[src/rtl/core/lpas_pkg.sv]
// shared types and constants for the long-press action selector
`default_nettype none
package lpas_pkg;

	// slot configuration
	localparam int ACTION_SLOTS = 4;
	localparam int HOLD_REGS    = 4;
	localparam int SLOT_CAP     = (ACTION_SLOTS < HOLD_REGS) ? ACTION_SLOTS : HOLD_REGS;
	localparam int SLOT_W       = 2;

	// field widths
	localparam int TIME_W   = 32;
	localparam int IVAL_W   = 16;
	localparam int COUNT_W  = 3;
	localparam int ENABLE_W = 4;
	localparam int CFG_IDX_W  = 3;
	localparam int CFG_DATA_W = 16;

	// long hold that cancels a pending action
	localparam logic [TIME_W-1:0] CANCEL_HOLD_MS = 32'd60000;

	// reset value of the interval register
	localparam logic [IVAL_W-1:0] INTERVAL_RST = 16'd1000;

	// remainder unit: one quotient bit per cycle
	localparam int DIV_STEPS = TIME_W;
	localparam int DIV_CNT_W = $clog2(DIV_STEPS);

	// register indexes
	localparam logic [CFG_IDX_W-1:0] REG_INTERVAL = 3'd0;
	localparam logic [CFG_IDX_W-1:0] REG_COUNT    = 3'd1;
	localparam logic [CFG_IDX_W-1:0] REG_ENABLE   = 3'd2;
	localparam logic [CFG_IDX_W-1:0] REG_HOLD0    = 3'd3;
	localparam logic [CFG_IDX_W-1:0] REG_HOLD1    = 3'd4;
	localparam logic [CFG_IDX_W-1:0] REG_HOLD2    = 3'd5;
	localparam logic [CFG_IDX_W-1:0] REG_HOLD3    = 3'd6;

	// controller states
	typedef enum logic [3:0] {
		ST_IDLE = 4'b0001,
		ST_EVAL = 4'b0010,
		ST_DIV  = 4'b0100,
		ST_FIN  = 4'b1000
	} lpas_state_t;

	// controller to datapath
	typedef struct packed {
		logic load;
		logic div_init;
		logic div_step;
		logic commit;
	} lpas_cmd_t;

	// datapath to controller
	typedef struct packed {
		logic rep_hit;
		logic out_free;
	} lpas_sts_t;

endpackage
`default_nettype wire

[src/rtl/core/lpas_ctrl.sv]
// controller state machine for the long-press action selector
`default_nettype none
module lpas_ctrl (
	input  wire logic            clk,
	input  wire logic            arst_n,
	input  wire logic            in_valid,
	output logic                 in_ready,
	input  lpas_pkg::lpas_sts_t  sts,
	output lpas_pkg::lpas_cmd_t  cmd
);
	import lpas_pkg::*;

	lpas_state_t          state_q;
	lpas_state_t          state_nxt;
	logic [DIV_CNT_W-1:0] cnt_q;

	assign in_ready = (state_q == ST_IDLE);

	// next state and commands
	always_comb begin
		state_nxt    = state_q;
		cmd          = '0;
		case (state_q)
			ST_IDLE: begin
				if (in_valid) begin
					cmd.load  = 1'b1;
					state_nxt = ST_EVAL;
				end
			end
			ST_EVAL: begin
				if (sts.rep_hit) begin
					cmd.div_init = 1'b1;
					state_nxt    = ST_DIV;
				end else begin
					state_nxt = ST_FIN;
				end
			end
			ST_DIV: begin
				cmd.div_step = 1'b1;
				if (cnt_q == DIV_CNT_W'(DIV_STEPS - 1)) begin
					state_nxt = ST_FIN;
				end
			end
			ST_FIN: begin
				if (sts.out_free) begin
					cmd.commit = 1'b1;
					state_nxt  = ST_IDLE;
				end
			end
			default: begin
				state_nxt = ST_IDLE;
			end
		endcase
	end

	// state and step counter
	always_ff @(posedge clk or negedge arst_n) begin
		if (!arst_n) begin
			state_q <= ST_IDLE;
			cnt_q   <= '0;
		end else begin
			state_q <= state_nxt;
			if (cmd.div_init) begin
				cnt_q <= '0;
			end else if (cmd.div_step) begin
				cnt_q <= cnt_q + DIV_CNT_W'(1);
			end
		end
	end

endmodule
`default_nettype wire

[src/rtl/core/lpas_dp.sv]
// datapath: registers, hold timing, remainder unit, slot selection, result register
`default_nettype none
module lpas_dp (
	input  wire logic                                clk,
	input  wire logic                                arst_n,
	input  lpas_pkg::lpas_cmd_t                      cmd,
	output lpas_pkg::lpas_sts_t                      sts,
	input  wire logic                                cfg_we,
	input  wire logic [lpas_pkg::CFG_IDX_W-1:0]      cfg_index,
	input  wire logic [lpas_pkg::CFG_DATA_W-1:0]     cfg_wdata,
	input  wire logic [lpas_pkg::TIME_W-1:0]         now_ms,
	input  wire logic                                key_level,
	output logic                                     out_valid,
	input  wire logic                                out_ready,
	output logic                                     repeat_valid,
	output logic [lpas_pkg::TIME_W-1:0]              held_block_ms,
	output logic                                     key_released,
	output logic                                     action_valid,
	output logic [lpas_pkg::SLOT_W-1:0]              action_index
);
	import lpas_pkg::*;

	// configuration registers
	logic [IVAL_W-1:0]   interval_q;
	logic [COUNT_W-1:0]  count_q;
	logic [ENABLE_W-1:0] enable_q;
	logic [IVAL_W-1:0]   hold_time_q [HOLD_REGS];

	// tick state
	logic              key_held_q;
	logic [TIME_W-1:0] press_start_q;
	logic [TIME_W-1:0] hold_q;
	logic [TIME_W-1:0] trig_q;
	logic              pend_valid_q;
	logic [SLOT_W-1:0] pend_slot_q;

	// remainder unit
	logic [TIME_W-1:0] dvd_q;
	logic [IVAL_W-1:0] rem_q;
	logic [IVAL_W:0]   rem_sh;
	logic [IVAL_W:0]   rem_sub;

	// output register
	logic              out_valid_q;
	logic              rep_out_q;
	logic [TIME_W-1:0] block_out_q;
	logic              rel_out_q;
	logic              act_out_q;
	logic [SLOT_W-1:0] aidx_out_q;

	logic [IVAL_W-1:0]  ival_eff;
	logic [COUNT_W-1:0] slots_n;
	logic               pressed;
	logic               rep_hit;
	logic [TIME_W-1:0]  block;
	logic               pv_sel;
	logic [SLOT_W-1:0]  ps_sel;
	logic               pv_cut;
	logic               fire;

	assign ival_eff = (interval_q == '0) ? IVAL_W'(1) : interval_q;
	assign slots_n  = (count_q > COUNT_W'(SLOT_CAP)) ? COUNT_W'(SLOT_CAP) : count_q;
	assign pressed  = ~key_level;

	// repeat trigger check on the stored hold time
	assign rep_hit = (hold_q != '0) && (hold_q >= trig_q);

	assign sts.rep_hit  = rep_hit;
	assign sts.out_free = ~out_valid_q | out_ready;

	// restoring remainder step
	assign rem_sh  = {rem_q, dvd_q[TIME_W-1]};
	assign rem_sub = rem_sh - {1'b0, ival_eff};

	assign block = hold_q - {{(TIME_W-IVAL_W){1'b0}}, rem_q};

	// slot selection, cancel and release
	always_comb begin
		pv_sel = pend_valid_q;
		ps_sel = pend_slot_q;
		if (rep_hit) begin
			for (int a = 0; a < HOLD_REGS; a++) begin
				if ((a < int'(slots_n)) && (hold_time_q[a] != '0) &&
				    (block == {{(TIME_W-IVAL_W){1'b0}}, hold_time_q[a]})) begin
					pv_sel = 1'b1;
					ps_sel = SLOT_W'(a);
				end
			end
			if (hold_q >= CANCEL_HOLD_MS) begin
				pv_sel = 1'b0;
			end
		end
		pv_cut = pv_sel;
		fire   = 1'b0;
		if (!key_held_q && pv_sel && enable_q[ps_sel]) begin
			fire   = 1'b1;
			pv_cut = 1'b0;
		end
	end

	// configuration writes
	always_ff @(posedge clk or negedge arst_n) begin
		if (!arst_n) begin
			interval_q <= INTERVAL_RST;
			count_q    <= '0;
			enable_q   <= '0;
			for (int i = 0; i < HOLD_REGS; i++) begin
				hold_time_q[i] <= '0;
			end
		end else if (cfg_we) begin
			case (cfg_index)
				REG_INTERVAL: interval_q     <= cfg_wdata[IVAL_W-1:0];
				REG_COUNT:    count_q        <= cfg_wdata[COUNT_W-1:0];
				REG_ENABLE:   enable_q       <= cfg_wdata[ENABLE_W-1:0];
				REG_HOLD0:    hold_time_q[0] <= cfg_wdata[IVAL_W-1:0];
				REG_HOLD1:    hold_time_q[1] <= cfg_wdata[IVAL_W-1:0];
				REG_HOLD2:    hold_time_q[2] <= cfg_wdata[IVAL_W-1:0];
				REG_HOLD3:    hold_time_q[3] <= cfg_wdata[IVAL_W-1:0];
				default: ;
			endcase
		end
	end

	// tick state
	always_ff @(posedge clk or negedge arst_n) begin
		if (!arst_n) begin
			key_held_q    <= 1'b0;
			press_start_q <= '0;
			hold_q        <= '0;
			trig_q        <= '0;
			pend_valid_q  <= 1'b0;
			pend_slot_q   <= '0;
		end else if (cmd.load) begin
			if (pressed) begin
				key_held_q <= 1'b1;
				if (!key_held_q) begin
					press_start_q <= now_ms;
					trig_q        <= {{(TIME_W-IVAL_W){1'b0}}, ival_eff};
					hold_q        <= '0;
				end else begin
					hold_q <= now_ms - press_start_q;
				end
			end else begin
				key_held_q <= 1'b0;
			end
		end else if (cmd.commit) begin
			if (rep_hit) begin
				trig_q <= block + {{(TIME_W-IVAL_W){1'b0}}, ival_eff};
			end
			if (!key_held_q) begin
				hold_q <= '0;
			end
			pend_valid_q <= pv_cut;
			pend_slot_q  <= ps_sel;
		end
	end

	// remainder unit
	always_ff @(posedge clk) begin
		if (cmd.div_init) begin
			dvd_q <= hold_q;
			rem_q <= '0;
		end else if (cmd.div_step) begin
			dvd_q <= {dvd_q[TIME_W-2:0], 1'b0};
			rem_q <= rem_sub[IVAL_W] ? rem_sh[IVAL_W-1:0] : rem_sub[IVAL_W-1:0];
		end
	end

	// result beat
	always_ff @(posedge clk or negedge arst_n) begin
		if (!arst_n) begin
			out_valid_q <= 1'b0;
		end else if (cmd.commit) begin
			out_valid_q <= 1'b1;
		end else if (out_ready) begin
			out_valid_q <= 1'b0;
		end
	end

	always_ff @(posedge clk) begin
		if (cmd.commit) begin
			rep_out_q   <= rep_hit;
			block_out_q <= rep_hit ? block : '0;
			rel_out_q   <= ~key_held_q;
			act_out_q   <= fire;
			aidx_out_q  <= fire ? ps_sel : '0;
		end
	end

	assign out_valid     = out_valid_q;
	assign repeat_valid  = rep_out_q;
	assign held_block_ms = block_out_q;
	assign key_released  = rel_out_q;
	assign action_valid  = act_out_q;
	assign action_index  = aidx_out_q;

endmodule
`default_nettype wire

[src/rtl/core/long_press_action_selector_core.sv]
// Long-press action selector: one result beat per input beat.
// Each beat is loaded and evaluated; on a repeat the hold time goes through
// the bit-serial remainder unit, then the result is committed to the output
// register once it is free. A new input beat is taken only after the last is
// committed; a result waiting in the output register does not block it.
// Reset: arst_n resets all state but the remainder unit and output data registers.
`default_nettype none
module long_press_action_selector_core (
	input  wire logic                                clk,
	input  wire logic                                arst_n,
	input  wire logic                                in_valid,
	output logic                                     in_ready,
	input  wire logic [lpas_pkg::TIME_W-1:0]         now_ms,
	input  wire logic                                key_level,
	output logic                                     out_valid,
	input  wire logic                                out_ready,
	output logic                                     repeat_valid,
	output logic [lpas_pkg::TIME_W-1:0]              held_block_ms,
	output logic                                     key_released,
	output logic                                     action_valid,
	output logic [lpas_pkg::SLOT_W-1:0]              action_index,
	input  wire logic                                cfg_we,
	input  wire logic [lpas_pkg::CFG_IDX_W-1:0]      cfg_index,
	input  wire logic [lpas_pkg::CFG_DATA_W-1:0]     cfg_wdata
);
	import lpas_pkg::*;

	lpas_cmd_t cmd;
	lpas_sts_t sts;

	lpas_ctrl u_ctrl (
		.clk      (clk),
		.arst_n   (arst_n),
		.in_valid (in_valid),
		.in_ready (in_ready),
		.sts      (sts),
		.cmd      (cmd)
	);

	lpas_dp u_dp (
		.clk           (clk),
		.arst_n        (arst_n),
		.cmd           (cmd),
		.sts           (sts),
		.cfg_we        (cfg_we),
		.cfg_index     (cfg_index),
		.cfg_wdata     (cfg_wdata),
		.now_ms        (now_ms),
		.key_level     (key_level),
		.out_valid     (out_valid),
		.out_ready     (out_ready),
		.repeat_valid  (repeat_valid),
		.held_block_ms (held_block_ms),
		.key_released  (key_released),
		.action_valid  (action_valid),
		.action_index  (action_index)
	);

	// an action only fires on a key-up beat
	a_fire_on_release: assert property (@(posedge clk) disable iff (!arst_n)
		out_valid && action_valid |-> key_released)
		else $error("action fired while key held");

	// block value is zero without a repeat event
	a_block_zero: assert property (@(posedge clk) disable iff (!arst_n)
		out_valid && !repeat_valid |-> held_block_ms == '0)
		else $error("held block nonzero without repeat");

	// slot index is zero without an action
	a_index_zero: assert property (@(posedge clk) disable iff (!arst_n)
		out_valid && !action_valid |-> action_index == '0)
		else $error("action index nonzero without action");

	// one item in flight at a time
	a_one_item: assert property (@(posedge clk) disable iff (!arst_n)
		in_valid && in_ready |=> !in_ready)
		else $error("second beat taken while item in flight");

endmodule
`default_nettype wire
[config.mk]
export PLATFORM = sky130hd
export DESIGN_NAME = long_press_action_selector_core
export DESIGN_NICKNAME = d
export VERILOG_FILES = /design/src/rtl/core/lpas_pkg.sv /design/src/rtl/core/lpas_ctrl.sv /design/src/rtl/core/lpas_dp.sv /design/src/rtl/core/long_press_action_selector_core.sv
export SDC_FILE = /design/constraint.sdc
export NUM_CORES = 1
export LEC_CHECK = 0
export BUFFER_PORTS_ARGS = -buffer_cell sky130_fd_sc_hd__buf_2
export CORE_MARGIN = 2
export CORE_UTILIZATION = 30
export CTS_CLUSTER_SIZE = 24
export DETAILED_ROUTE_END_ITERATION = 10
export GPL_ROUTABILITY_DRIVEN = 0
export SYNTH_ARGS = -nofsm -noshare
export SYNTH_HDL_FRONTEND = slang
export SYNTH_SLANG_ARGS = --single-unit
export TNS_END_PERCENT = 30
[constraint.sdc]
create_clock -name clk -period 4.63 [get_ports clk]
set_input_delay 0.463 -clock clk [delete_from_list [all_inputs] [get_ports clk]]
set_output_delay 0.463 -clock clk [all_outputs]
set_load 0.01 [all_outputs]
* Yosys cells after proc, flatten, opt, wreduce, memory -nomap -nowiden *
Index checks and enable logic that the tools add are counted.

storage, ports and cells
  register bits after elaboration = 282
  logic and storage cells = 144

operators by class
  bitwise logic cells = 5
  order comparisons = 8
  mux-type cells = 47
  eq/ne operators = 21
  $add $sub $neg = 5
  reductions and logical operators = 35

operators with widths
  cell                                                                     number
  32-bit two-way mux                                                       12
  32-bit by 16-bit equality test with 1-bit output                         4
  16-bit nonzero test                                                      4
  32-bit by 16-bit adder with 32-bit output                                1
  32-bit by 16-bit >= comparator with 1-bit output, second input constant  1
  32-bit >= comparator                                                     1
  16-bit two-way mux                                                       2
  32-bit nonzero test                                                      1
  32-bit by 16-bit subtractor with 32-bit output                           1
  32-bit subtractor                                                        1
  1-bit two-way mux                                                        19
  17-bit by 16-bit subtractor with 17-bit output                           1
  16-bit zero test                                                         1
  4-bit two-way mux                                                        4
  4-bit case mux with 4 select lines                                       1
  2-bit AND reduction                                                      8
  1-bit logical AND                                                        11
  2-bit two-way mux                                                        5
  5-bit two-way mux                                                        2
  2-bit inequality test, second input constant                             5
  3-bit equality test, second input constant                               3
  3-bit AND reduction                                                      3
  2-bit nonzero test                                                       4
  3-bit by 2-bit equality test with 1-bit output, second input constant    2
  19 further kinds                                                         24

* Logic depth before layout (Yosys ltp) *
Gate-level depths: netlist (run 1).

  depth after elaboration = 14
  depth in mapped cells = 21
  mapped depth without buffers = 20

* Hierarchy *
From an unflattened synthesis (run 1), not the netlist that was laid out.

unflattened totals
  cells, all modules = 1874
  area, all modules = 18164.9 µm²

by module, submodules not included
  module     seq. area each (µm²)  instances  area each (µm²)  cells each
  lpas_dp    7104.3                1          17665.7          1821
  lpas_ctrl  226.5                 1          499.2            53

* Worst setup path after synthesis (run 1) *
No wires, ideal clock.

  path kind = register to register
  start point = register u_dp.hold_q[8]
  end point = register u_dp.trig_q[21]
  arrival time = 4.421 ns
  clock period less this slack = 4.542 ns
  stages on the path, launching flop included = 20
  path slack = 0.088 ns
  data required time = 4.509 ns
  cell sequence = dfrtp_1 > ha_1 > buf_4 > and3_1 > and3_1 > buf_4 > and2_1 > a221oi_1 > ha_1 > a21o_1 > a21oi_1 > o21ai_0 > and3_1 > o31a_1 > o31ai_1 > nand2b_1 > clkbuf_1 > nor3_1 > xnor2_1 > a22o_1

between the ends
  word-level cells in the longest chain between the ends = 5
  elaborated cells between the ends (all ways) = 10
  classes of those cells = add/sub (2); order compare (1); mux (3); reduce/logical (4)

RTL lines
  what                                            line            RTL
  start: declaration                              lpas_dp.sv:32   logic [TIME_W-1:0] hold_q;
  start signal: assignment                        lpas_dp.sv:141  hold_q <= now_ms - press_start_q;
  32-bit by 16-bit subtractor with 32-bit output  lpas_dp.sv:75   assign block = hold_q - {{(TIME_W-IVAL_W){1'b0}}, rem_q};
  via u_dp.block[9]                               lpas_dp.sv:55   logic [TIME_W-1:0] block;
  32-bit by 16-bit adder with 32-bit output       lpas_dp.sv:148  trig_q <= block + {{(TIME_W-IVAL_W){1'b0}}, ival_eff};
  32-bit two-way mux                              lpas_dp.sv:147  if (rep_hit) begin
  32-bit two-way mux                              lpas_dp.sv:146  end else if (cmd.commit) begin
  32-bit two-way mux                              lpas_dp.sv:133  end else if (cmd.load) begin
  end signal: assignment                          lpas_dp.sv:138  trig_q <= {{(TIME_W-IVAL_W){1'b0}}, ival_eff};
  end signal: assignment                          lpas_dp.sv:148
  end: declaration                                lpas_dp.sv:33   logic [TIME_W-1:0] trig_q;

The timed path passes the listed nets, and every way through them passes these cells. The select of a mux whose other input is x is not followed.
A chain may end at the register's enable or synchronous reset.

* Final worst setup path (run 1) *
  start point = register u_dp.hold_q[9]
  end point = register u_dp.trig_q[31]

between the ends
  word-level cells in the longest chain between the ends = 5
  elaborated cells between the ends (all ways) = 10
  classes of those cells = add/sub (2); order compare (1); mux (3); reduce/logical (4)

RTL lines
  what                                            line
  32-bit by 16-bit subtractor with 32-bit output  lpas_dp.sv:75
  32-bit by 16-bit adder with 32-bit output       lpas_dp.sv:148
  32-bit two-way mux                              lpas_dp.sv:147
  32-bit two-way mux                              lpas_dp.sv:146
  32-bit two-way mux                              lpas_dp.sv:133

Parallel ways exist; a longest one is shown, timed or not. The select of a mux whose other input is x is not followed.

==> results of run 1 <==
## sequential cells by signal (all words and copies together), names as in the netlist, 3 cells and up
name,count
u_dp.hold_time_q,64
u_dp.dvd_q,32
u_dp.held_block_ms,32
u_dp.hold_q,32
u_dp.press_start_q,32
u_dp.trig_q,32
u_dp.interval_q,16
u_dp.rem_q,16
u_ctrl.cnt_q,5
u_ctrl.state_q,4
u_dp.enable_q,4
u_dp.count_q,3
## worst reg2reg max path, stage by stage (launching register included)
cell and delay [ns]:
dfrtp_1 0.49, ha_2 0.56, nand4_1 0.30, nor2b_2 0.31
o211a_1 0.31, nor3_2 0.09, xnor2_2 0.20, nor4_2 0.37
or3b_1 0.46, or3_4 0.38, or4_4 0.44, nor3_2 0.14
xnor2_1 0.09, a22o_1 0.22
## final cells by class
class / instances / area, um2
Clock buffer: 45 / 965
Clock inverter: 18 / 254
Fill cell: 6332 / 40500
Inverter: 135 / 507
Multi-Input combinational cell: 1460 / 10800
Sequential cell: 282 / 7330
Tap cell: 846 / 1060
Timing Repair Buffer: 193 / 1240
## kinds of logic after synthesis
group / after synthesis
mux: 130
buf+inv: 234
compound gates: 467
simple gates: 600
fa+ha+maj: 118
flops: 282
xor+xnor: 145
## cells in the mapped netlist (all sizes together), types with 14 or more instances
master	count	area share [%]
dfrtp	190	25
nand2	162	3.2
inv	135	2.7
o21ai	135	3.6
nor2	134	2.7
ha	114	7.5
mux2	105	6.2
a21oi	98	2.6
xnor2	81	3.7
clkbuf	75	1.5
edfxtp	69	11
nor3	54	1.6
nor4	45	1.6
xor2	44	2.1
nand3	34	0.93
a21o	26	1.0
mux2i	25	1.3
nand4	25	0.83
a22o	24	1.1
buf	24	0.79
nor2b	24	0.81
a211oi	21	0.93
or3	20	0.69
xnor3	20	2.4
nand2b	17	0.56
o22ai	17	0.56
dfxtp	16	1.7
o21bai	15	0.60
and3	14	0.46
## timing repair
item                                    CTS  global route
resized for setup                         5            24
hold buffers                              0             0
setup buffers                             0             6
endpoints found under the setup margin   12            17
pin swaps                                 0            11
## through the flow
stage	util, %	setup slack (ns)	std cells	setup TNS (ns)
5_1_grt	35.4	-0.0287	2979	-0.0787
2_1_floorplan	-	0.0882	1976	0
6_report	35.4	0.158	2979	0
3_3_place_gp	33.1	-0.0229	2910	-0.0450
3_5_place_dp	33.1	-0.140	2910	-0.798
4_1_cts	35.1	0.0207	2973	0
## per-layer routing
metal  wire length (um)  part of all wire (%)  up-vias  global-route usage [%]
li1                   -                     -     7411                       -
met1              25200                    45     7651                    23.6
met2              25400                    45      519                    27.6
met3               3760                   6.7       84                    3.14
met4               1490                   2.7        8                    5.55
met5                 49                 0.088        -                       0
## worst max path at each step
stage	from	end	depth (start not counted)	slack, ns
2_1_floorplan	u_dp.hold_q[8]	u_dp.trig_q[21]	19	0.09
3_3_place_gp	u_dp.hold_q[11]	u_dp.action_valid	13	-0.02
3_5_place_dp	u_dp.hold_q[11]	u_dp.action_valid	13	-0.14
4_1_cts	u_dp.hold_q[0]	u_dp.trig_q[31]	21	0.02
5_1_grt	u_dp.hold_q[0]	u_dp.action_valid	18	-0.03
6_report	u_dp.hold_q[9]	u_dp.trig_q[31]	13	0.16
==> impl_results.md, run 1 <==
* Pin count of the biggest net entering global routing at 104
* Syn nets at 2151
* R2r setup slk at 0.16 ns
* Mapped Cells at 1976
* Worst Path Buf+Inv at 0
* CTS Buf Count at 35
* Unique cell type count in the Yosys netlist at 99
* Tightest Pin Transition at 0.973 ns
* Worst r2r src: u_dp.hold_q[9]
* Critical path endpoint category: flop
* YS warnings at 0
* Asr flop ratio synth at 69.9%
* DIE AREA at 65100 um2
* Simple-gate share of the synthesized area at 16.2%
* Main combinational cell family by area after synthesis: compound AO/OA/AOI/OAI gates
* Routed vias at 15700
* Crit path largest cell delay at 0.56 ns
* Post-Syn Area per Cell at 9.58 um2
* Hold WC Path Type: in2async
* DRC errors left at 0
* Vias per inst at 5.26
* Synth Cell Area at 18900 um2
* Placed cell area at 20800 um2
* CTS Sinks at 282
* Initial Util at 30.2%
* Max_slew headroom at 34.8%
* PortBufs at 95
* Core Region at 62700 um2
* RSZ-0062 raised after global routing: yes
* H-tree levels at 2
* WP data arrival at 4.91 ns
* Final hold vios at 0
* CTS tree: built
* Final period util at 96.6%
* Die height at 255 um
* Crit path top cell by count: nor3_2
* Hold slack at 0.0183 ns
* Hpwl dp at 42800 um
* Post-Synth Adder-Cell Area at 7.96%
* Routed wire length at 55900 um
* Worst setup SP type: flop
* CTS root buf: clkbuf_16
* Slew Viols, Final at 0
* Most frequent cells in the layout: 190 x dfrtp_1, 162 x nand2_1, 134 x inv_1, 133 x nor2_1, 129 x o21ai_0
* CP top delay family: simple AND/OR/NAND/NOR gates
* Critical-path top delay cell: ha_2
* WL per Instance at 18.8 um
* Die X-Extent at 255 um
* Reg clk slew, reported paths at 0.06 ns
* Status: finished clean
* # setup viols final at 0
* Fmax at 224 MHz
* Required @ worst endpoint at 5.06 ns
* Reg2Reg Depth at 13
* DRT Pass-1 Iters at 5
* Global Route Usage Sum at 17.3%
* CP max FO at 15
* Seq/Total Area, Yosys at 38.7%
* Vias in the first global route at 15600
* Clock Skew at 0.0155 ns
* Mux contribution to synthesized area at 7.57%
* Nets at 2282
* WS Path Type: reg2reg
* ANT cells at 0
* Max-cap viol count at 0
* Initial antenna violation count at 4
* Drt initial violations at 1142
* Total grt overflow at 0
* FP Rows at 92
* XOR/XNOR share of the synthesized area at 8.21%
* Synth Register Bits at 282
* Compound-Gate Fraction of Synth Area at 16.3%
* Worst-Skew Late Latency at 0.55 ns
* Share of cells above drive strength 1 at 20.3%
* Clock Path Buffers at 3
* Final ANT Viol Nets at 0
* Reg-to-Reg End: u_dp.trig_q[31]
* Commonest non-fill, non-tap cell in the layout: dfrtp_1
* Post-Layout Inst Area at 22200 um2
* Minimum clock period at 4.47 ns
* First-pass GRT wire length at 87900 um
* Ordered list of cells on the worst path: ha_2, nand4_1, nor2b_2, o211a_1, nor3_2, xnor2_2, nor4_2, or3b_1, or3_4, or4_4, nor3_2, xnor2_1, a22o_1
* Number of synthesized flops with an enable pin at 69
* Area Growth Syn to Fin at 17.3%
* # IOs at 96
* Dominant synthesized flop cell: dfrtp_1
Power of run 1 is left out: the tool's default activity adds up to more than one toggle a clock period on the data nets, which glitch-free logic cannot reach.
==> run 2: changes to the inputs <==
==> constraint.sdc (replaced) <==
create_clock -name clk -period 5.2 [get_ports clk]
set_input_delay 0.52 -clock clk [delete_from_list [all_inputs] [get_ports clk]]
set_output_delay 0.52 -clock clk [all_outputs]
set_load 0.01 [all_outputs]
==> run 2 against run 1 <==
  * Non-clock buffer count shrank 47
  * Flip-flop and latch count is the same
  * Cell count shrank 1.5%
  * Global-route usage is essentially flat
  * Worst hold slack gained 0.18 ns
  * Maximum frequency shrank 9.2%
  * Sequential share of layout area grew 0.87 points
  * Critical path depth grew 2
  * Clock-buffer cell count grew 1
==> impl_results.md, run 2 (same netlist as run 1, synthesis figures left out) <==
* Status: finished clean
* Hold WC Path Type: in2reg
* WL per Instance at 19.1 um (+1.9%)
* ANT cells at 0 (unchanged)
* Pin count of the biggest net entering global routing at 95 (-8.7%)
* Die X-Extent at 255 um (unchanged)
* Biggest register: u_dp.hold_time_q
* Vias per inst at 5.34 (+1.4%)
* CP Capture Point: u_dp.action_valid
* # setup viols final at 0 (unchanged)
* Tightest Pin Transition at 1.18 ns (+0.207 ns)
* Worst-Skew Late Latency at 0.55 ns (about the same)
* Worst setup SP type: flop
* Routed wire length at 56100 um (+0.30%)
* Most frequent cells in the layout: 190 x dfrtp_1, 162 x nand2_1, 134 x inv_1, 132 x nor2_1, 130 x o21ai_0
* Max_slew headroom at 21.1% (-14 points)
* First-pass GRT wire length at 88200 um (+0.32%)
* Fmax at 203 MHz (-9.2%)
* Initial antenna violation count at 5 (+1)
* Hpwl dp at 42700 um (-0.25%)
* PortBufs at 95 (unchanged)
* Final ANT Viol Nets at 0 (unchanged)
* RSZ-0062 raised after global routing: no
* Reg2Reg Depth at 15 (+2)
* Total grt overflow at 0 (unchanged)
* Critical path endpoint category: flop
* Nets at 2235 (-2.1%)
* Largest register FFs at 64 (unchanged)
* CTS root buf: clkbuf_16
* Reg clk slew, reported paths at 0.06 ns (about the same)
* Vias in the first global route at 15500 (-0.92%)
* CP max FO at 6 (-9)
* Final period util at 94.7% (-1.8 points)
* Clock Path Buffers at 3 (unchanged)
* Worst Setup SP: u_dp.hold_q[0]
* Initial Util at 30.2% (unchanged)
* Total negative slack at 0 ns (unchanged)
* Placed cells at 2868 (-1.4%)
* Required @ worst endpoint at 5.59 ns (+0.53 ns)
* Worst r2r src: u_dp.hold_q[0]
* Drt initial violations at 1437 (+26%)
* Reg-to-Reg End: u_dp.action_valid
* WS Path Type: reg2reg
* DRC errors left at 0 (unchanged)
* Minimum clock period at 4.93 ns (+0.455 ns)
* CTS Buf Count at 35 (unchanged)
* DRT Pass-1 Iters at 6 (+1)
* Core Region at 62700 um2 (unchanged)
* Hold Crit Start: now_ms[25]
* # IOs at 96 (unchanged)
* Final hold vios at 0 (unchanged)
* Clock Skew at 0.0206 ns (+0.00506 ns)
* Routed vias at 15600 (-0.15%)
* Non-Filler Instances at 2933 (-1.5%)
* Area Growth Syn to Fin at 14.3%
* Commonest non-fill, non-tap cell in the layout: dfrtp_1
* Max-cap viol count at 0 (unchanged)
* Die height at 255 um (unchanged)
* Finished Core Util at 34.5% (-0.91 points)
* Share of cells above drive strength 1 at 17.9% (-2.4 points)
* Hold slack at 0.194 ns (+0.175 ns)
* Slew Viols, Final at 0 (unchanged)
* H-tree levels at 2 (unchanged)
* FP Rows at 92 (unchanged)
* WP data arrival at 5.32 ns (+0.41 ns)
* CTS tree: built
* Global Route Usage Sum at 17.3% (+0.028 points)
* CTS Sinks at 282 (unchanged)
* Post-CTS setup repair buffer count at 0 (unchanged)
* DIE AREA at 65100 um2 (unchanged)
* R2r setup slk at 0.27 ns (+0.12 ns)
[run 2: cell count changes in the layout (fill, tap and decap cells not counted), sizes merged]
cell and delta:
buf -48, bufinv -6, clkbuf +1, clkinv +2
clkinvlp +3, dlygate4sd3 +1, inv +1
[run 2: worst min-delay path by stage]
stage                              to  slack, ns  cells after the start
4_1_cts        u_dp.press_start_q[25]       0.17                      3
5_1_grt        u_dp.press_start_q[24]       0.20                      3
6_report       u_dp.press_start_q[25]       0.19                      3
3_5_place_dp          u_dp.trig_q[11]       0.48                      2
2_1_floorplan         u_ctrl.cnt_q[0]       0.22                      0
3_3_place_gp          u_dp.trig_q[15]       0.47                      2
[run 2: per-layer routing]
layer | global-route usage [%] | vias to the layer above | share of wire [%]
li1 | - | 7334 | -
met1 | 23.7 | 7687 | 45
met2 | 27.6 | 507 | 45
met3 | 2.77 | 113 | 5.9
met4 | 6.25 | 8 | 3.2
met5 | 0 | - | 0.077
[run 2: final cells by class]
type / instances / area, um2
well taps: 846 / 1060
multi-input cells: 1460 / 10800
fillers: 6291 / 41100
clock inverters: 18 / 116
clock buffers: 46 / 968
repair buffers: 146 / 882
inverters: 135 / 507
flip-flops and latches: 282 / 7330
[run 2: worst max-delay path, cell delays in order, from the launching register on]
cell      delay, ns
dfrtp_1        0.37
inv_1          0.10
ha_1           0.20
fa_1           0.41
and2b_1        0.30
o221a_2        0.34
o211ai_2       0.16
nand3_1        0.20
xor2_1         0.35
or4bb_1        0.54
nor4_2         0.43
nand4_1        0.28
or2_4          0.38
and3b_1        0.19
or3_1          0.39
a21oi_1        0.14
[run 2: stage by stage]
step,setup WS [ns],instance area (um2)
2_1_floorplan,0.658,18900
3_3_place_gp,0.0719,20500
3_5_place_dp,-0.0394,20500
4_1_cts,0.0417,21600
5_1_grt,0.0377,21600
6_report,0.274,21600
[run 2: repair_timing]
item / CTS / global route
hold buffers: 1 / 0
hold endpoints to repair: 43 / 0
resized for setup: 1 / 15
setup endpoints to repair: 5 / 15
Power of run 2 is left out for the same reason.
